**config.mk**
```make
export PLATFORM = sky130hd
export DESIGN_NAME = missing_tooth_crank_cam_generator_flat
export DESIGN_NICKNAME = d
export VERILOG_FILES = /design/src/rtl/mtg_pkg.sv /design/src/rtl/mtg_if.sv /design/src/rtl/missing_tooth_crank_cam_generator.sv /design/src/flat_wrapper.sv
export SDC_FILE = /design/constraint.sdc
export NUM_CORES = 1
export LEC_CHECK = 0
export BUFFER_PORTS_ARGS = -buffer_cell sky130_fd_sc_hd__clkbuf_2
export CORE_AREA = 2 2 262 213
export CTS_BUF_LIST = sky130_fd_sc_hd__clkbuf_8 sky130_fd_sc_hd__clkbuf_16
export CTS_CLUSTER_DIAMETER = 150
export DETAILED_ROUTE_END_ITERATION = 16
export DIE_AREA = 0 0 264 215
export SLEW_MARGIN = 15
export SYNTH_ARGS = -nofsm -noshare
export SYNTH_HDL_FRONTEND = slang
export SYNTH_SLANG_ARGS = --single-unit
```
**constraint.sdc**
```tcl
create_clock -name clk -period 8.6 [get_ports clk]
set_clock_uncertainty 0.05 [all_clocks]
set_input_delay 0.43 -clock clk [delete_from_list [all_inputs] [get_ports clk]]
set_output_delay 0.43 -clock clk [all_outputs]
set_load 0.01 [all_outputs]
```
**src/rtl/mtg_pkg.sv**
```systemverilog
package mtg_pkg;

	localparam int TEETH_W   = 8;
	localparam int CLK_W     = 26;
	localparam int RPM_W     = 18;
	localparam int NOW_W     = 48;
	localparam int ANGLE_W   = 34;
	localparam int DELAY_W   = 25;
	localparam int CFG_ADDR_W = 3;
	localparam int CFG_DATA_W = 26;

	// dividend is clock_hz*8, so three more bits than the clock register
	localparam int DVD_W = CLK_W + 3;

	// speeds below this (1 rpm in q4) count as stopped
	localparam logic [RPM_W-1:0] RPM_MIN = RPM_W'(16);
	// poll divisor while stopped
	localparam logic [RPM_W-1:0] IDLE_DIVISOR = RPM_W'(100);
	localparam logic [DELAY_W-1:0] DELAY_MIN = DELAY_W'(2);

	localparam logic [ANGLE_W-1:0] DEG_PER_REV = ANGLE_W'(360);

	typedef enum logic [CFG_ADDR_W-1:0] {
		REG_TOTAL_TEETH      = 3'd0,
		REG_MISSING_TEETH    = 3'd1,
		REG_CAM_ENABLE       = 3'd2,
		REG_CAM_START_SLOT   = 3'd3,
		REG_CAM_PULSE_LENGTH = 3'd4,
		REG_CLOCK_HZ         = 3'd5
	} reg_idx_t;

endpackage

```
**src/rtl/mtg_if.sv**
```systemverilog
interface mtg_in_if;
	import mtg_pkg::*;

	logic              valid;
	logic              ready;
	logic              enable;
	logic [RPM_W-1:0]  rpm_q4;
	logic [NOW_W-1:0]  now_cycle;

	modport source (output valid, enable, rpm_q4, now_cycle, input ready);
	modport sink   (input valid, enable, rpm_q4, now_cycle, output ready);
endinterface

interface mtg_out_if;
	import mtg_pkg::*;

	logic                valid;
	logic                ready;
	logic                crank_level;
	logic                cam_level;
	logic [TEETH_W-1:0]  tooth_slot;
	logic                revolution_bit;
	logic [ANGLE_W-1:0]  crank_angle_deg;
	logic [DELAY_W-1:0]  delay_cycles;
	logic [NOW_W-1:0]    next_event_cycle;

	modport source (output valid, crank_level, cam_level, tooth_slot, revolution_bit,
		crank_angle_deg, delay_cycles, next_event_cycle, input ready);
	modport sink   (input valid, crank_level, cam_level, tooth_slot, revolution_bit,
		crank_angle_deg, delay_cycles, next_event_cycle, output ready);
endinterface

interface mtg_cfg_if;
	import mtg_pkg::*;

	logic                   valid;
	logic                   ready;
	logic [CFG_ADDR_W-1:0]  addr;
	logic [CFG_DATA_W-1:0]  data;

	modport source (output valid, addr, data, input ready);
	modport sink   (input valid, addr, data, output ready);
endinterface

```
**src/rtl/missing_tooth_crank_cam_generator.sv**
```systemverilog
// Missing-tooth crank wheel and cam signal generator.
// din carries one half-slot event (enable, rpm_q4, now_cycle); dout returns one
// word per event with the pin levels, the slot and revolution before the
// advance, the crank angle in degrees and the time of the next event.
// The user must write the six wheel registers only while idle; the block does
// not enforce it. cfg is always ready and drops writes past the last register.
// An accepted event is latched at the accepting edge; the bit-serial restoring
// divider then forms clock_hz*8/rpm_q4 (or clock_hz/100 while stopped) in
// S_DIV, and S_FIN loads the word into the dout register.
// The next event is accepted only after S_FIN has loaded that word, so a new
// event is never taken while the divider is still busy with the last one.
// A result word waits in the dout register while the receiver stalls; a
// second finished result then holds in the divider, which blocks new events.
// Reset clears the wheel counters, the handshakes and loads the registers with
// 60 teeth, 2 missing, cam off, cam slot 0, cam length 1 and 16 MHz.
module missing_tooth_crank_cam_generator #(
	parameter int CYCLE_COUNTER_BITS = 24,
	parameter int TIME_BITS          = 48
) (
	input  logic             clk,
	input  logic             arst_n,
	mtg_in_if.sink           din,
	mtg_out_if.source        dout,
	mtg_cfg_if.sink          cfg
);
	import mtg_pkg::*;

	localparam int TW    = (TIME_BITS < NOW_W) ? TIME_BITS : NOW_W;
	localparam int CNT_W = $clog2(DVD_W);

	typedef enum logic [2:0] {
		S_IDLE = 3'b001,
		S_DIV  = 3'b010,
		S_FIN  = 3'b100
	} state_t;

	state_t state_q;

	// configuration
	logic [TEETH_W-1:0] total_teeth_q, missing_teeth_q, cam_start_slot_q, cam_pulse_length_q;
	logic               cam_enable_q;
	logic [CLK_W-1:0]   clock_hz_q;

	// wheel state
	logic                          half_q, rev_q;
	logic [TEETH_W-1:0]            slot_q;
	logic [CYCLE_COUNTER_BITS-1:0] cycle_cnt_q;
	logic [ANGLE_W-1:0]            base_q;   // cycle*720 + rev*360

	// event in flight
	logic                crank_s1, cam_s1, rev_s1, idle_s1;
	logic [TEETH_W-1:0]  slot_s1;
	logic [ANGLE_W-1:0]  angle_s1;
	logic [TW-1:0]       now_s1;

	// divider
	logic [DVD_W-1:0]    dvd_q;
	logic [RPM_W-1:0]    dsor_q;
	logic [RPM_W-1:0]    rem_q;
	logic [DELAY_W-1:0]  quo_q;
	logic [CNT_W-1:0]    cnt_q;

	// output register
	logic                out_valid_q, out_crank_q, out_cam_q, out_rev_q;
	logic [TEETH_W-1:0]  out_slot_q;
	logic [ANGLE_W-1:0]  out_angle_q;
	logic [DELAY_W-1:0]  out_delay_q;
	logic [NOW_W-1:0]    out_next_q;

	logic                accept, stopped, load_out, out_take;
	logic [RPM_W:0]      trial, trial_sub;
	logic                qbit;
	logic [TEETH_W:0]    slot_inc, present_chk, cam_end;
	logic                crank_now, cam_now;
	logic [10:0]         slot_deg;
	logic [ANGLE_W-1:0]  angle_now;
	logic [CYCLE_COUNTER_BITS-1:0] cycle_inc;
	logic [DELAY_W-1:0]  delay_fin;
	logic [TW-1:0]       next_sum;

	assign din.ready = (state_q == S_IDLE);
	assign cfg.ready = 1'b1;
	assign accept    = din.valid && din.ready;
	assign stopped   = !din.enable || (din.rpm_q4 < RPM_MIN);

	assign slot_inc    = {1'b0, slot_q} + 1'b1;
	assign present_chk = {1'b0, slot_q} + {1'b0, missing_teeth_q};
	assign cam_end     = {1'b0, cam_start_slot_q} + {1'b0, cam_pulse_length_q};
	assign crank_now   = (present_chk < {1'b0, total_teeth_q}) && !half_q;
	assign cam_now     = cam_enable_q && !rev_q && (slot_q >= cam_start_slot_q)
		&& ({1'b0, slot_q} < cam_end);
	assign slot_deg    = 11'({slot_q, 2'b00}) + 11'({slot_q, 1'b0})
		+ (half_q ? 11'd3 : 11'd0);
	assign angle_now   = base_q + ANGLE_W'(slot_deg);
	assign cycle_inc   = cycle_cnt_q + 1'b1;

	assign trial     = {rem_q, dvd_q[DVD_W-1]};
	assign trial_sub = trial - {1'b0, dsor_q};
	assign qbit      = !trial_sub[RPM_W];

	assign delay_fin = (!idle_s1 && quo_q < DELAY_MIN) ? DELAY_MIN : quo_q;
	assign next_sum  = now_s1 + TW'(delay_fin);

	assign load_out = (state_q == S_FIN) && (!out_valid_q || dout.ready);
	assign out_take = out_valid_q && dout.ready;

	always_ff @(posedge clk or negedge arst_n) begin
		if (!arst_n) begin
			total_teeth_q      <= TEETH_W'(60);
			missing_teeth_q    <= TEETH_W'(2);
			cam_enable_q       <= 1'b0;
			cam_start_slot_q   <= '0;
			cam_pulse_length_q <= TEETH_W'(1);
			clock_hz_q         <= CLK_W'(16000000);
		end else if (cfg.valid) begin
			unique case (cfg.addr)
				REG_TOTAL_TEETH:      total_teeth_q      <= cfg.data[TEETH_W-1:0];
				REG_MISSING_TEETH:    missing_teeth_q    <= cfg.data[TEETH_W-1:0];
				REG_CAM_ENABLE:       cam_enable_q       <= cfg.data[0];
				REG_CAM_START_SLOT:   cam_start_slot_q   <= cfg.data[TEETH_W-1:0];
				REG_CAM_PULSE_LENGTH: cam_pulse_length_q <= cfg.data[TEETH_W-1:0];
				REG_CLOCK_HZ:         clock_hz_q         <= cfg.data[CLK_W-1:0];
				default: ;
			endcase
		end
	end

	// wheel counters advance on acceptance, after the outputs are sampled
	always_ff @(posedge clk or negedge arst_n) begin
		if (!arst_n) begin
			half_q      <= 1'b0;
			slot_q      <= '0;
			rev_q       <= 1'b0;
			cycle_cnt_q <= '0;
			base_q      <= '0;
		end else if (accept) begin
			if (stopped) begin
				half_q      <= 1'b0;
				slot_q      <= '0;
				rev_q       <= 1'b0;
				cycle_cnt_q <= '0;
				base_q      <= '0;
			end else if (!half_q) begin
				half_q <= 1'b1;
			end else begin
				half_q <= 1'b0;
				if (slot_inc >= {1'b0, total_teeth_q}) begin
					slot_q <= '0;
					rev_q  <= !rev_q;
					if (rev_q) begin
						cycle_cnt_q <= cycle_inc;
						base_q      <= (cycle_inc == '0) ? '0 : base_q + DEG_PER_REV;
					end else begin
						base_q <= base_q + DEG_PER_REV;
					end
				end else begin
					slot_q <= slot_inc[TEETH_W-1:0];
				end
			end
		end
	end

	always_ff @(posedge clk or negedge arst_n) begin
		if (!arst_n) begin
			state_q <= S_IDLE;
			cnt_q   <= '0;
		end else begin
			unique case (state_q)
				S_IDLE: begin
					if (accept) begin
						state_q <= S_DIV;
						cnt_q   <= CNT_W'(DVD_W - 1);
					end
				end
				S_DIV: begin
					if (cnt_q == '0) begin
						state_q <= S_FIN;
					end else begin
						cnt_q <= cnt_q - 1'b1;
					end
				end
				S_FIN: begin
					if (load_out) begin
						state_q <= S_IDLE;
					end
				end
				default: state_q <= S_IDLE;
			endcase
		end
	end

	// event payload and divider datapath
	always_ff @(posedge clk) begin
		if (accept) begin
			idle_s1  <= stopped;
			crank_s1 <= stopped ? 1'b0 : crank_now;
			cam_s1   <= stopped ? 1'b0 : cam_now;
			slot_s1  <= stopped ? '0 : slot_q;
			rev_s1   <= stopped ? 1'b0 : rev_q;
			angle_s1 <= stopped ? '0 : angle_now;
			now_s1   <= din.now_cycle[TW-1:0];
			dvd_q    <= stopped ? DVD_W'(clock_hz_q) : {clock_hz_q, 3'b000};
			dsor_q   <= stopped ? IDLE_DIVISOR : din.rpm_q4;
			rem_q    <= '0;
			quo_q    <= '0;
		end else if (state_q == S_DIV) begin
			// one quotient bit per cycle, MSB first
			dvd_q <= {dvd_q[DVD_W-2:0], 1'b0};
			rem_q <= qbit ? trial_sub[RPM_W-1:0] : trial[RPM_W-1:0];
			quo_q <= {quo_q[DELAY_W-2:0], qbit};
		end
	end

	always_ff @(posedge clk or negedge arst_n) begin
		if (!arst_n) begin
			out_valid_q <= 1'b0;
		end else if (load_out) begin
			out_valid_q <= 1'b1;
		end else if (out_take) begin
			out_valid_q <= 1'b0;
		end
	end

	always_ff @(posedge clk) begin
		if (load_out) begin
			out_crank_q <= crank_s1;
			out_cam_q   <= cam_s1;
			out_slot_q  <= slot_s1;
			out_rev_q   <= rev_s1;
			out_angle_q <= angle_s1;
			out_delay_q <= delay_fin;
			out_next_q  <= NOW_W'(next_sum);
		end
	end

	assign dout.valid            = out_valid_q;
	assign dout.crank_level      = out_crank_q;
	assign dout.cam_level        = out_cam_q;
	assign dout.tooth_slot       = out_slot_q;
	assign dout.revolution_bit   = out_rev_q;
	assign dout.crank_angle_deg  = out_angle_q;
	assign dout.delay_cycles     = out_delay_q;
	assign dout.next_event_cycle = out_next_q;

endmodule

```
**src/flat_wrapper.sv**
```systemverilog
// flat-port wrapper written by rule: the top's interface ports become plain ports
module missing_tooth_crank_cam_generator_flat import mtg_pkg::*;
#(
	parameter int CYCLE_COUNTER_BITS = 24,
	parameter int TIME_BITS          = 48
)
  (clk, arst_n, din_valid, din_enable, din_rpm_q4, din_now_cycle, din_ready, dout_valid, dout_crank_level, dout_cam_level, dout_tooth_slot, dout_revolution_bit, dout_crank_angle_deg, dout_delay_cycles, dout_next_event_cycle, dout_ready, cfg_valid, cfg_addr, cfg_data, cfg_ready);
  mtg_in_if din_i ();
  mtg_out_if dout_i ();
  mtg_cfg_if cfg_i ();
  input  logic clk;
  input  logic arst_n;
  input wire logic [$bits(din_i.valid)-1:0] din_valid;
  input wire logic [$bits(din_i.enable)-1:0] din_enable;
  input wire logic [$bits(din_i.rpm_q4)-1:0] din_rpm_q4;
  input wire logic [$bits(din_i.now_cycle)-1:0] din_now_cycle;
  output wire logic [$bits(din_i.ready)-1:0] din_ready;
  output wire logic [$bits(dout_i.valid)-1:0] dout_valid;
  output wire logic [$bits(dout_i.crank_level)-1:0] dout_crank_level;
  output wire logic [$bits(dout_i.cam_level)-1:0] dout_cam_level;
  output wire logic [$bits(dout_i.tooth_slot)-1:0] dout_tooth_slot;
  output wire logic [$bits(dout_i.revolution_bit)-1:0] dout_revolution_bit;
  output wire logic [$bits(dout_i.crank_angle_deg)-1:0] dout_crank_angle_deg;
  output wire logic [$bits(dout_i.delay_cycles)-1:0] dout_delay_cycles;
  output wire logic [$bits(dout_i.next_event_cycle)-1:0] dout_next_event_cycle;
  input wire logic [$bits(dout_i.ready)-1:0] dout_ready;
  input wire logic [$bits(cfg_i.valid)-1:0] cfg_valid;
  input wire logic [$bits(cfg_i.addr)-1:0] cfg_addr;
  input wire logic [$bits(cfg_i.data)-1:0] cfg_data;
  output wire logic [$bits(cfg_i.ready)-1:0] cfg_ready;
  assign din_i.valid = din_valid;
  assign din_i.enable = din_enable;
  assign din_i.rpm_q4 = din_rpm_q4;
  assign din_i.now_cycle = din_now_cycle;
  assign din_ready = din_i.ready;
  assign dout_valid = dout_i.valid;
  assign dout_crank_level = dout_i.crank_level;
  assign dout_cam_level = dout_i.cam_level;
  assign dout_tooth_slot = dout_i.tooth_slot;
  assign dout_revolution_bit = dout_i.revolution_bit;
  assign dout_crank_angle_deg = dout_i.crank_angle_deg;
  assign dout_delay_cycles = dout_i.delay_cycles;
  assign dout_next_event_cycle = dout_i.next_event_cycle;
  assign dout_i.ready = dout_ready;
  assign cfg_i.valid = cfg_valid;
  assign cfg_i.addr = cfg_addr;
  assign cfg_i.data = cfg_data;
  assign cfg_ready = cfg_i.ready;
  missing_tooth_crank_cam_generator #(.CYCLE_COUNTER_BITS(CYCLE_COUNTER_BITS), .TIME_BITS(TIME_BITS)) u_core (.clk(clk), .arst_n(arst_n), .din(din_i), .dout(dout_i), .cfg(cfg_i));
endmodule
```
Yosys cells after proc, flatten, opt, wreduce, memory -nomap -nowiden
Cells that the tools add are included.
Widths: inputs -> output; s select.
{"block": "op_classes", "order_cmp": 6, "n_addsub": 11, "mux": 32, "eq_ne": 12, "n_reduce_logical": 36}
{"cell": "$mux 34", "n": 5}
{"cell": "$mux 24", "n": 4}
{"cell": "$mux 29", "n": 3}
{"cell": "$add 48x25->48", "n": 1}
{"cell": "$add 34x11->34", "n": 1}
{"cell": "$add 34x9->34 const B", "n": 1}
{"cell": "$lt 25x2->1 const B", "n": 1}
{"cell": "$mux 25", "n": 1}
{"cell": "$add 24x1->24 const B", "n": 1}
{"cell": "$logic_not 24->1", "n": 1}
{"cell": "$mux 8", "n": 3}
{"cell": "$sub 19x18->19", "n": 1}
{"cell": "$add 8x8->9", "n": 2}
{"cell": "$lt 18x5->1 const B", "n": 1}
{"cell": "$mux 18", "n": 1}
{"cell": "$reduce_and 2->1", "n": 7}
{"cell": "$reduce_bool 2->1", "n": 6}
{"cell": "$add 10x9->11", "n": 1}
{"cell": "$add 11x11->11", "n": 1}
{"cell": "$mux 5", "n": 2}
{"cell": "$pmux 5 s2", "n": 1}
{"cell": "$add 8x1->9 const B", "n": 1}
{"cell": "$eq 3x2->1 const B", "n": 3}
{"cell": "$eq 3x3->1 const B", "n": 3}
{"cell": "other kinds (19)", "n": 45}
{"block": "totals", "input_bits": 101, "output_inout_bits": 121, "regBits": 438, "elab_cells": 129}

Logic depth before layout (Yosys ltp)
Gate-level depths: netlist of run 1.
{"block": "logic_depth", "ltp_word": 7, "depth_mapped": 17, "ltp_nobuf": 17}

Worst setup path before layout of run 1
Ideal clock, no wire load.
{"block": "synth_path", "kind": "flip-flop to flip-flop", "start": "reg u_core.state_q[2]", "end": "reg u_core.out_cam_q, in the netlist u_core.dout.cam_level, enable pin", "required_ps": 7954, "path_slack_ps": 2386, "t_arrival_ps": 5567, "stages_incl_launch_ff": 4, "period_less_slack_ps": 6214, "cell_sequence": "dfrtp_1 > clkbuf_1 > nand2_1 > nor2_1"}
{"block": "synth_between", "elab_chain_len": 2}
{"item": "from (decl)", "line": "missing_tooth_crank_cam_generator.sv:37", "rtl": "state_t state_q;"}
{"item": "from (signal assigned)", "line": "missing_tooth_crank_cam_generator.sv:165", "rtl": "state_q <= S_IDLE;"}
{"item": "from (signal assigned)", "line": "missing_tooth_crank_cam_generator.sv:171", "rtl": "state_q <= S_DIV;"}
{"item": "from (signal assigned)", "line": "missing_tooth_crank_cam_generator.sv:177", "rtl": "state_q <= S_FIN;"}
{"item": "$eq 3x3->1", "line": "missing_tooth_crank_cam_generator.sv:104", "rtl": "assign load_out = (state_q == S_FIN) && (!out_valid_q || dout.ready);"}
{"item": "$logic_and 1x1->1", "line": "missing_tooth_crank_cam_generator.sv:104"}
{"item": "named net u_core.load_out", "line": "missing_tooth_crank_cam_generator.sv:70", "rtl": "logic accept, stopped, load_out, out_take;"}
{"item": "to (signal assigned)", "line": "missing_tooth_crank_cam_generator.sv:227", "rtl": "out_cam_q <= cam_s1;"}
{"item": "to (decl)", "line": "missing_tooth_crank_cam_generator.sv:64", "rtl": "logic out_valid_q, out_crank_q, out_cam_q, out_rev_q;"}
The timed path passes the listed nets, and every way through them passes these cells.
A chain may end at the register's enable or synchronous reset.

Final worst setup path of run 1
{"block": "layout_path", "start": "reg u_core.slot_q[1]", "end": "reg u_core.cycle_cnt_q[13]"}
{"block": "layout_between", "elab_chain_len": 4}
{"item": "from (decl)", "line": "missing_tooth_crank_cam_generator.sv:46", "rtl": "logic [TEETH_W-1:0] slot_q;"}
{"item": "from (signal assigned)", "line": "missing_tooth_crank_cam_generator.sv:157", "rtl": "slot_q <= slot_inc[TEETH_W-1:0];"}
{"item": "$add 8x1->9", "line": "missing_tooth_crank_cam_generator.sv:86", "rtl": "assign slot_inc = {1'b0, slot_q} + 1'b1;"}
{"item": "$ge 9x8->1", "line": "missing_tooth_crank_cam_generator.sv:147", "rtl": "if (slot_inc >= {1'b0, total_teeth_q}) begin"}
{"item": "$reduce_bool 2->1 (no source line)"}
{"item": "$reduce_and 4->1 (no source line)"}
{"item": "to (signal assigned)", "line": "missing_tooth_crank_cam_generator.sv:151", "rtl": "cycle_cnt_q <= cycle_inc;"}
{"item": "to (decl)", "line": "missing_tooth_crank_cam_generator.sv:47", "rtl": "logic [CYCLE_COUNTER_BITS-1:0] cycle_cnt_q;"}
No other way between the ends.

==> results.md, run 1 <==
* Mean area per synthesized cell at 11.3 µm²
* Worst endpoint data arrival time at 4.93 ns
* Synth-to-Final Area Change at 18.2%
* Total die area at 0.0568 mm²
* Chip Height at 215 µm
* Worst setup margin at 4.07 ns
* Num Clock Sinks at 435
* Count of yosys warnings during synthesis at 0
* Data required time at the worst endpoint at 8.99 ns
* Fraction of layout instances using a drive strength above 1 at 18.7%
* Worst voltage drop across the vdd grid at 0.161 mV
* Post-route setup TNS at 0 ns
* Most common cell after layout, fill and taps aside: edfxtp_1
* Net count, final at 2363
* Worst hold margin at 0.0361 ns
* Later-pin clock latency in the skew report at 0.59 ns
* Outcome: completed
* Count of antenna-violating nets left after detailed routing at 0
* Count of antenna diodes in the layout at 0
* Vias at 15.1k
* Unrepaired setup endpoints after global routing: no
* Power density cells at 255 mW/mm²
* Capturing element type of the critical path: flop
* Clock H-tree levels at 2
* Fin crit period at 4.53 ns
* Total global routing overflow at 0
* Root Buffer: clkbuf_16
* Launching element type of the critical path: flop
* Async set-or-reset flop fraction in the synthesized netlist at 30.6%
* Routed Wire Length at 50200 µm
* Worst-path maximum fanout at 23
* Cell Rows at 77
* First-pass iteration count of the detailed router at 5
* Synthesized instance count at 1893
* First-pass GRT wire length at 80700 µm
* Switching power at 0.00198 W
* Core ar. at 0.0543 mm²
* Max-cap check violation count at 0
* Hold violation count in the final report at 0
* Pin count of the biggest net entering global routing at 108
* Total global routing track utilization at 17.6%
* Gate power share at 23.8%
* Max Freq at 0.221 GHz
* Final setup fails at 0
* Number of violations reported at the end of detailed-routing iteration 0 at 1171
* Number of antenna violations at the first check in global routing at 0
* Sequential area share after synthesis at 55.8%
* Netlist cell types at 74
* Horizontal extent of the die at 264 µm
* Number of ports placed on the die boundary at 222
* Most frequent cells in the layout: edfxtp_1 (259), clkbuf_2 (219), nand2_1 (173)
* Final period util at 52.7%
* Clock Path Buffers at 3
* Number of nets in the synthesized netlist at 2110
* Post-cts sizing count at 0
* Synthesized cell area at 0.0215 mm²
* Transition time at the pin with the least slew margin at 1.03 ns
* Leakage power summed over all cells at 10.5 nW
* Routability congestion estimate from global placement at 0.898
* Most common flop cell mapped by yosys: edfxtp_1
* Total clock buffers created by CTS at 47
* Number of global-route vias before repair at 15.0k
* Initial core utilization at 39.5%
* Post-synthesis sequential element count at 435
* Clock tree from TritonCTS: yes
* Category of the critical setup timing path: flop to flop
* Vias per std cell at 5.23
* CTS clk-pin slew, worst paths at 0.06 ns
* IO Port Bufs at 220
* Relative contribution of sequential cells to total power at 44.3%
* Half-perimeter wire length after detailed placement at 34600 µm
* Count of final max-slew check failures at 0
* Post-Place Setup Slack at 4.06 ns
* EDFF count, synth at 259
* Path type of the worst min-delay path: primary input to flop
* Drt wl/cell at 17.3 µm
* Clock Power Share at 31.9%
* Slew margin rel. at 31.3%
* Final routed DRC violation total at 0
* Internal power consumption at 0.00449 W
* Fraction of power spent switching nets at 30.6%
Yosys cell counts (all sizes together) (5+ instances only):
cell / number / area share, %
xnor2: 89 / 3.7
a21oi: 79 / 1.9
mux2i: 16 / 0.75
o41ai: 8 / 0.33
nor4: 15 / 0.50
nor2: 146 / 2.6
and3: 47 / 1.5
nand2b: 25 / 0.73
nor3b: 7 / 0.24
o21bai: 14 / 0.49
and2: 19 / 0.55
nor2b: 14 / 0.41
nand4: 24 / 0.70
a22o: 23 / 0.94
inv: 76 / 1.3
nand3: 57 / 1.4
o21ai: 97 / 2.3
o31ai: 9 / 0.31
dfxtp: 43 / 4.0
ha: 111 / 6.5
o211ai: 9 / 0.38
nand4b: 5 / 0.20
or3: 6 / 0.17
o22ai: 7 / 0.20
a32o: 6 / 0.28
o21a: 10 / 0.35
dfstp: 14 / 1.7
a31oi: 42 / 1.2
dfrtp: 119 / 14
and4: 6 / 0.24
nor3: 36 / 0.84
edfxtp: 259 / 36
buf: 27 / 0.76
nand2: 173 / 3.0
fa: 5 / 0.47
clkbuf: 67 / 1.2
xor2: 54 / 2.2
mux2: 52 / 2.7
a21o: 31 / 1.1
or2: 7 / 0.20
what timing repair did:
action | CTS | global route
hold buffers | 61 | 0
setup buffers | 0 | 0
hold endpoints to repair | 84 | 0
state kept, by name, indices dropped and copies added (netlist names), 18 cells and up:
register / cells
u_core.dout.next_event_cycle: 48
u_core.now_s1: 48
u_core.angle_s1: 34
u_core.dout.crank_angle_deg: 34
u_core.base_q: 31
u_core.dvd_q: 29
u_core.clock_hz_q: 26
u_core.dout.delay_cycles: 25
u_core.quo_q: 25
u_core.cycle_cnt_q: 24
u_core.dsor_q: 18
u_core.rem_q: 18
kinds of logic after synthesis:
family	Yosys count	synth area share, %
AO/OA/AOI/OAI	364	11.0
XOR/XNOR	143	5.87
adder cells (fa/ha/maj)	116	6.94
buffers and inverters	170	3.26
flip-flops	435	55.8
multiplexers	68	3.47
other	1	0.0175
AND/OR/NAND/NOR	596	13.6
worst max-delay path: stages, from the launching register on:
cell,delay [ns]
dfrtp_1,0.59
ha_1,0.31
and3_1,0.26
xnor2_1,0.10
ha_1,0.30
and3_1,0.16
nand3_1,0.10
o221a_2,0.36
o21ai_1,0.64
nand3_1,0.85
o21ai_0,0.49
o41ai_1,0.15
power groups by stage:
stage	Clock [W]	Combinational [W]	Sequential (W)
CTS	0.00212	0.00156	0.00287
global placement	0	0.00149	0.00290
floorplan	0	0.00118	0.00285
detailed placement	0	0.00154	0.00291
global route	0.00221	0.00175	0.00291
finish	0.00207	0.00154	0.00287
final cells by class:
| type | instances | area, µm² |
|---|---|---|
| Clock buffer | 49 | 1200 |
| Clock inverter | 37 | 350 |
| Fill cell | 4960 | 29000 |
| Inverter | 76 | 290 |
| Multi-Input combinational cell | 1288 | 8800 |
| Sequential cell | 435 | 12000 |
| Tap cell | 711 | 890 |
| Timing Repair Buffer | 298 | 1840 |
per-stage QoR:
| stage | util, % | power (W) | cells | area [µm²] |
|---|---|---|---|---|
| final | 46.7 | 0.00648 | 2894 | 25400 |
| after global routing | 46.7 | 0.00687 | 2894 | 25400 |
| after CTS | 46.7 | 0.00656 | 2894 | 25400 |
| after detailed placement | 42.7 | 0.00445 | 2747 | 23200 |
| after global placement | 42.7 | 0.00439 | 2747 | 23200 |
| after floorplan | - | 0.00403 | 1893 | 21500 |
routing by layer:
metal,GRT usage [%],share of wire [%],vias to the layer above
li1,-,-,7362
met1,24.9,47,7306
met2,27.3,44,388
met3,3.27,5.6,83
met4,5.64,2.6,0
met5,0,0,-
worst paths after layout:
check | startpoint | to | slack [ns] | cells after the start
max in group asynchronous | arst_n | u_core.cnt_q[2] | 7.16 | 3
setup reg to reg | u_core.slot_q[1] | u_core.cycle_cnt_q[13] | 4.07 | 11
hold reg to reg | u_core.angle_s1[5] | u_core.dout.crank_angle_deg[5] | 0.35 | 0
setup / recovery | u_core.slot_q[1] | u_core.cycle_cnt_q[13] | 4.07 | 11
hold / removal | cfg_data[14] | u_core.clock_hz_q[14] | 0.04 | 2
min in group asynchronous | arst_n | u_core.clock_hz_q[9] | 0.27 | 2
Power figures use the tool's default switching activity.
==> run 2: changes to the inputs <==
ABC_AREA = 1   (was not set)
CORE_AREA = 2 2 270 219   (was 2 2 262 213)
DIE_AREA = 0 0 272 221   (was 0 0 264 215)
clock period = 3.94 ns   (was 8.6 ns; I/O delays follow)
==> results.md, run 2 <==
* Total global routing track utilization at 20.0% (+2.4 points)
* Hold violation count in the final report at 0 (unchanged)
* Fin crit period at 3.72 ns (-0.806 ns)
* Number of nets in the synthesized netlist at 2769 (+31%)
* Most frequent cells in the layout: nand2_1 (595), inv_1 (328), edfxtp_1 (259)
* Transition time at the pin with the least slew margin at 1.06 ns (+0.0313 ns)
* Wire length on met1 at 28800 µm (+21%)
* Number of global-route vias before repair at 18.1k (+21%)
* Number of ports placed on the die boundary at 222 (unchanged)
* Most frequent cell after synthesis: nand2_1
* Slew margin rel. at 28.8% (-2.5 points)
* Synthesized cell area at 0.0228 mm² (+6.1%)
* Flop-to-flop setup slack at 0.22 ns (-3.85 ns)
* Synthesized instance count at 2552 (+35%)
* Root Buffer: clkbuf_16
* Post-Place Setup Slack at 0.104 ns (-3.96 ns)
* Worst setup margin at 0.215 ns (-3.85 ns)
* Final core utilization at 47.6% (+0.89 points)
* Cell type with the largest total area after synthesis: edfxtp_1
* Async set-or-reset flop fraction in the synthesized netlist at 30.6% (unchanged)
* Power density cells at 634 mW/mm² (+150%)
* Number of violations reported at the end of detailed-routing iteration 0 at 1445 (+23%)
* Routability congestion estimate from global placement at 0.910 (+1.4%)
* Core ar. at 0.0574 mm² (+5.7%)
* Count of yosys warnings during synthesis at 0 (unchanged)
* Final period util at 94.5% (+42 points)
* Post-synthesis sequential element count at 435 (unchanged)
* Fill cell instance count of the final layout at 5398 (+8.8%)
* Launching element type of the critical path: flop
* Routed met3 length at 3210 µm (+15%)
* Data required time at the worst endpoint at 4.22 ns (-4.77 ns)
* Vias per std cell at 5.04 (-3.6%)
* Worst flop-to-flop path endpoint: u_core.angle_s1[12]
* Most area-consuming cells after synthesis: edfxtp_1 (34%), dfrtp_1 (13%), nand2_1 (9.8%), ha_1 (6.1%), inv_1 (5.2%)
* Pin count of the biggest net entering global routing at 98 (-9.3%)
* Num Clock Sinks at 435 (unchanged)
* Crit-path slowest cell: fa_1
* First-pass iteration count of the detailed router at 6 (+1)
* Net count, final at 3078 (+30%)
* Clock tree from TritonCTS: yes
* Cell Rows at 79 (+2.6%)
* Netlist cell types at 50 (-32%)
* Post-route total power at 0.0173 W (+170%)
* Commonest cells in the netlist: nand2_1 (597), inv_1 (318), edfxtp_1 (259)
* Vias at 18.5k (+22%)
* Horizontal extent of the die at 272 µm (+3.0%)
* Max-cap check violation count at 0 (unchanged)
* Worst hold margin at 0.200 ns (+0.163 ns)
* Total die area at 0.0601 mm² (+5.9%)
* Number of buffer and inverter stages on the critical path at 1 (+1)
* Worst-path maximum fanout at 7 (-70%)
* Fraction of layout instances using a drive strength above 1 at 13.8% (-5.0 points)
* Path type of the worst min-delay path: primary input to asynchronous set/reset pin
* Half-perimeter wire length after detailed placement at 43100 µm (+25%)
* Chip Height at 221 µm (+2.8%)
* Count of antenna diodes in the layout at 0 (unchanged)
* Initial core utilization at 39.7% (+0.17 points)
* Number of antenna violations at the first check in global routing at 0 (unchanged)
* Max Freq at 0.268 GHz (+22%)
* Count of final max-slew check failures at 0 (unchanged)
* Top-area cell type share of the netlist area at 34.1% (-2.1 points)
* Clock H-tree levels at 2 (unchanged)
* Worst r2r path cells at 19 (+8)
* Delay of the slowest cell on the worst path at 0.41 ns (-0.44 ns)
* Reg-to-Reg Start: u_core.slot_q[0]
* Later-pin clock latency in the skew report at 0.60 ns (about the same)
* Outcome: completed
* Category of the critical setup timing path: flop to flop
* Drt wl/cell at 16.5 µm (-4.9%)
* EDFF count, synth at 259 (unchanged)
* Final setup fails at 0 (unchanged)
* Most common cell type on the critical path: nand2_1
* Category of cells accounting for the largest share of critical-path delay: adder cells
* Synth-to-Final Area Change at 19.9%
* Final routed DRC violation total at 0 (unchanged)
* CTS clk-pin slew, worst paths at 0.06 ns (about the same)
* Total clock buffers created by CTS at 46 (-2.1%)
* Clock Path Buffers at 3 (unchanged)
* Most common flop cell mapped by yosys: edfxtp_1
* Leakage power summed over all cells at 12.2 nW (+16%)
* Capturing element type of the critical path: flop
* CP cell instances: ha_1 -> fa_1 -> nand3_1 -> nand2_1 -> nand2_1 -> nand2_1 -> nand2_1 -> nand2_1 -> a21oi_1 -> o21ai_0 -> xor2_1 -> ha_1 -> buf_4 -> a21oi_1 -> o21ai_0 -> nand2_1 -> nand2_1 -> o21ai_0 -> nor2_1
* Top routing layer in use: met4
* Sequential area share after synthesis at 52.6% (-3.2 points)
* IO Port Bufs at 220 (unchanged)
* First-pass GRT wire length at 96900 µm (+20%)
* Worst endpoint data arrival time at 4.00 ns (-0.93 ns)
* Met2 wire len at 27100 µm (+22%)
* Most common cell after layout, fill and taps aside: nand2_1
* Total global routing overflow at 0 (unchanged)
* Worst voltage drop across the vdd grid at 0.365 mV (+130%)
* Count of antenna-violating nets left after detailed routing at 0 (unchanged)
* Routed Wire Length at 60500 µm (+21%)
* Mean area per synthesized cell at 8.93 µm² (-21%)
## run 2: cell count changes after synthesis, sizes merged, moves of 39 or more
cell | previous run | this run
a21oi | 79 | 141
a31oi | 42 | 3
and3 | 47 | 4
inv | 76 | 324
nand2 | 173 | 605
nand3 | 57 | 159
nor2 | 146 | 229
o21ai | 97 | 169
xnor2 | 89 | 32
## run 2: through the flow
step / std cells / setup TNS, ns / instance area, µm²
floorplan: 2552 / 0 / 22800
global placement: 3482 / 0 / 24700
detailed placement: 3482 / 0 / 24700
CTS: 3665 / 0 / 27300
global route: 3667 / -0.0987 / 27300
finish: 3667 / 0 / 27300
## run 2: cell families (layout without fill, tap and decap cells)
group           after synthesis  count (layout)  share of synthesized area (%)
buf+inv                     407             753                           6.92
compound gates              379             379                           9.12
other cells                   1               1                         0.0165
fa+ha+maj                   116             116                           6.53
flops                       435             435                           52.6
xor+xnor                     83              83                           3.22
simple gates               1115            1115                           20.8
mux                          16              16                          0.791
## run 2: cell type report
| class | count | area (µm²) | area share (%) |
|---|---|---|---|
| Tap cell | 769 | 962 | 3.52 |
| Clock inverter | 39 | 439 | 1.61 |
| Clock buffer | 46 | 1150 | 4.21 |
| Inverter | 325 | 1220 | 4.47 |
| Timing Repair Buffer | 343 | 2290 | 8.38 |
| Multi-Input combinational cell | 1710 | 9270 | 33.9 |
| Sequential cell | 435 | 12000 | 43.9 |
## run 2: worst max-delay path by stage
stage,startpoint,to,slack (ns),cells after the start
2_1_floorplan,u_core.slot_q[0],u_core.angle_s1[22],0.45,19
3_3_place_gp,u_core.quo_q[21],u_core.dout.next_event_cycle[34],0.18,15
3_5_place_dp,u_core.quo_q[22],u_core.dout.next_event_cycle[34],0.10,15
4_1_cts,u_core.quo_q[22],u_core.dout.next_event_cycle[34],0.08,15
5_1_grt,u_core.slot_q[0],u_core.angle_s1[33],-0.04,21
6_report,u_core.slot_q[0],u_core.angle_s1[12],0.22,19
## run 2: timing repair
item,CTS,global route
hold endpoints to repair,202,0
setup endpoints to repair,0,11
hold buffers,98,0
gates resized for setup,0,11
buffers inserted,0,2
## run 2: report_power, final
part	switching, W	internal (W)
clock	0.00187	0.00273
sequential	0.000843	0.00612
combinational	0.00374	0.00202
total	0.00646	0.0109
## run 2: layer usage
| metal | up-vias | GRT usage [%] |
|---|---|---|
| met3 | 89 | 2.76 |
| met5 | - | 0 |
| met4 | 0 | 5.81 |
| met1 | 8775 | 28.9 |
| li1 | 9118 | - |
| met2 | 503 | 31.3 |
==> run 3: changes to the inputs <==
CORE_AREA = 4 4 186 323   (was 2 2 270 219)
DIE_AREA = 0 0 190 327   (was 0 0 272 221)
==> results.md, run 3 (same netlist as run 2, synthesis figures left out) <==
* Vias at 18.7k (+1.1%)
* Capturing element type of the critical path: flop
* Initial core utilization at 39.7% (+0.068 points)
* Clock H-tree levels at 2 (unchanged)
* Num Clock Sinks at 435 (unchanged)
* First-pass iteration count of the detailed router at 6 (unchanged)
* Post-route cell area at 0.0272 mm² (-0.34%)
* Data required time at the worst endpoint at 4.24 ns (+0.02 ns)
* Half-perimeter wire length after detailed placement at 47600 µm (+11%)
* Cell Rows at 116 (+47%)
* Routed Wire Length at 64400 µm (+6.4%)
* Fraction of layout instances using a drive strength above 1 at 14.0% (+0.25 points)
* Max-cap check violation count at 0 (unchanged)
* Post-route setup TNS at 0 ns (unchanged)
* CTS clk-pin slew, worst paths at 0.07 ns (about the same)
* Leakage power summed over all cells at 12.1 nW (-0.56%)
* Total global routing overflow at 0 (unchanged)
* Inst Count DP at 3484 (+0.057%)
* Count of final max-slew check failures at 0 (unchanged)
* Worst endpoint data arrival time at 4.00 ns (about the same)
* Chip Height at 327 µm (+48%)
* Count of antenna-violating nets left after detailed routing at 0 (unchanged)
* Clock Path Buffers at 3 (unchanged)
* Pin count of the biggest net entering global routing at 139 (+42%)
* Net count, final at 3078 (unchanged)
* Path type of the worst min-delay path: primary input to asynchronous set/reset pin
* First-pass GRT wire length at 101000 µm (+4.5%)
* Worst hold margin at 0.0931 ns (-0.106 ns)
* Total global routing track utilization at 20.4% (+0.40 points)
* Drt wl/cell at 17.6 µm (+6.5%)
* Number of non-filler instances in the completed layout at 3665 (-0.055%)
* Fin crit period at 3.71 ns (-0.0199 ns)
* Final setup fails at 0 (unchanged)
* Final period util at 94.0% (-0.51 points)
* Hold violation count in the final report at 0 (unchanged)
* Total die area at 0.0621 mm² (+3.4%)
* Later-pin clock latency in the skew report at 0.61 ns (about the same)
* Transition time at the pin with the least slew margin at 0.988 ns (-0.0734 ns)
* Number of ports placed on the die boundary at 222 (unchanged)
* Worst setup margin at 0.235 ns (+0.0199 ns)
* Launching element type of the critical path: flop
* Most common cell after layout, fill and taps aside: nand2_1
* Clock tree from TritonCTS: yes
* IO Port Bufs at 220 (unchanged)
* Flop-to-flop setup slack at 0.23 ns (+0.02 ns)
* Synth-to-Final Area Change at 19.5%
* Number of antenna violations at the first check in global routing at 1 (+1)
* Worst r2r path cells at 16 (-3)
* Slew margin rel. at 34.1% (+5.3 points)
* Vias per std cell at 5.10 (+1.1%)
* Outcome: completed
* Number of violations reported at the end of detailed-routing iteration 0 at 1044 (-28%)
* Reg-to-Reg Start: u_core.quo_q[21]
* Worst setup path startpoint: u_core.quo_q[21]
* Total clock buffers created by CTS at 44 (-4.3%)
* Category of the critical setup timing path: flop to flop
* Number of global-route vias before repair at 19.0k (+4.7%)
* Horizontal extent of the die at 190 µm (-30%)
* Max Freq at 0.270 GHz (+0.54%)
* Core ar. at 0.0573 mm² (-0.17%)
* Post-Place Setup Slack at -0.0129 ns (-0.117 ns)
* Root Buffer: clkbuf_16
* Worst flop-to-flop path endpoint: u_core.dout.next_event_cycle[34]
* Post-CTS Setup Inserts at 0 (unchanged)
* Final routed DRC violation total at 0 (unchanged)
* Worst voltage drop across the vdd grid at 0.383 mV (+5.1%)
* Capture point of the worst path: u_core.dout.next_event_cycle[34]
* Power density cells at 625 mW/mm² (-1.4%)
* Worst-path maximum fanout at 4 (-3)
* Most frequent cells in the layout: nand2_1 (595), inv_1 (323), edfxtp_1 (259)
* Routability congestion estimate from global placement at 0.967 (+6.3%)
* Area of placed instances at 0.0247 mm² (+0.20%)
## run 3: changes by cell type in the layout (fill, tap and decap cells not counted), sizes merged
cell	previous run	this run
bufinv	9	4
clkinvlp	0	3
buf	26	28
clkinv	19	20
inv	336	334
diode	0	1
## run 3: worst min path at each step
stage                      start               endpoint  slack [ns]  cells past startpoint
after CTS                 arst_n  u_core.clock_hz_q[14]        0.08                      2
after floorplan           arst_n      u_core.base_q[10]       -0.15                      0
final                     arst_n  u_core.clock_hz_q[11]        0.09                      2
after global routing      arst_n  u_core.clock_hz_q[11]        0.14                      2
after detailed placement  arst_n  u_core.clock_hz_q[11]        0.20                      1
after global placement    arst_n  u_core.clock_hz_q[11]        0.18                      1
## run 3: routing by layer
metal / share of wire (%) / vias to the layer above / routed length [µm] / global-route usage (%)
met5: 0 / - / 0 / 0
li1: - / 9128 / - / -
met2: 54 / 536 / 34600 / 38.9
met4: 4.1 / 0 / 2620 / 8.03
met3: 4.5 / 127 / 2920 / 2.95
met1: 38 / 8890 / 24200 / 22.4
## run 3: area by class of cell
type                    count  area (µm²)
inverters                 325        1220
well taps                 767         960
clock inverters            36         324
multi-input cells        1710        9280
clock buffers              46        1130
fillers                  5371       30100
flip-flops and latches    435       12000
repair buffers            345        2320
diodes                      1        2.50
## run 3: stage by stage
stage               util, %  power [W]
floorplan                 -     0.0110
global placement       43.2     0.0125
detailed placement     43.2     0.0127
CTS                    47.4     0.0172
global route           47.5     0.0183
finish                 47.5     0.0170
## run 3: report_power, final
part	leakage (nW)	total [W]	switching (W)	internal, W
Clock	0.734	0.00426	0.00189	0.00237
Sequential	4.43	0.00695	0.000838	0.00612
Combinational	6.92	0.00580	0.00380	0.00201
## run 3: worst max-delay path, cell delays in order, from the launching register on
cell and delay [ns]:
dfxtp_1 0.32, nor4_1 0.40, nand4_1 0.28, nor4_4 0.33, nor2_1 0.13, fa_1 0.46
inv_1 0.08, nand3_1 0.06, nand2_1 0.16, a21oi_1 0.13, o21ai_1 0.16, buf_4 0.18
a21boi_0 0.12, o21ai_1 0.36, nand2_1 0.10, nand2_1 0.07, nand2_1 0.06
## run 3: what timing repair did
action / in CTS / in global routing
cloned: 0 / 0
pin swaps: 0 / 1
endpoints found under the hold margin: 173 / 0
gates resized for setup: 1 / 10
setup endpoints to repair: 2 / 18
hold buffers: 98 / 0
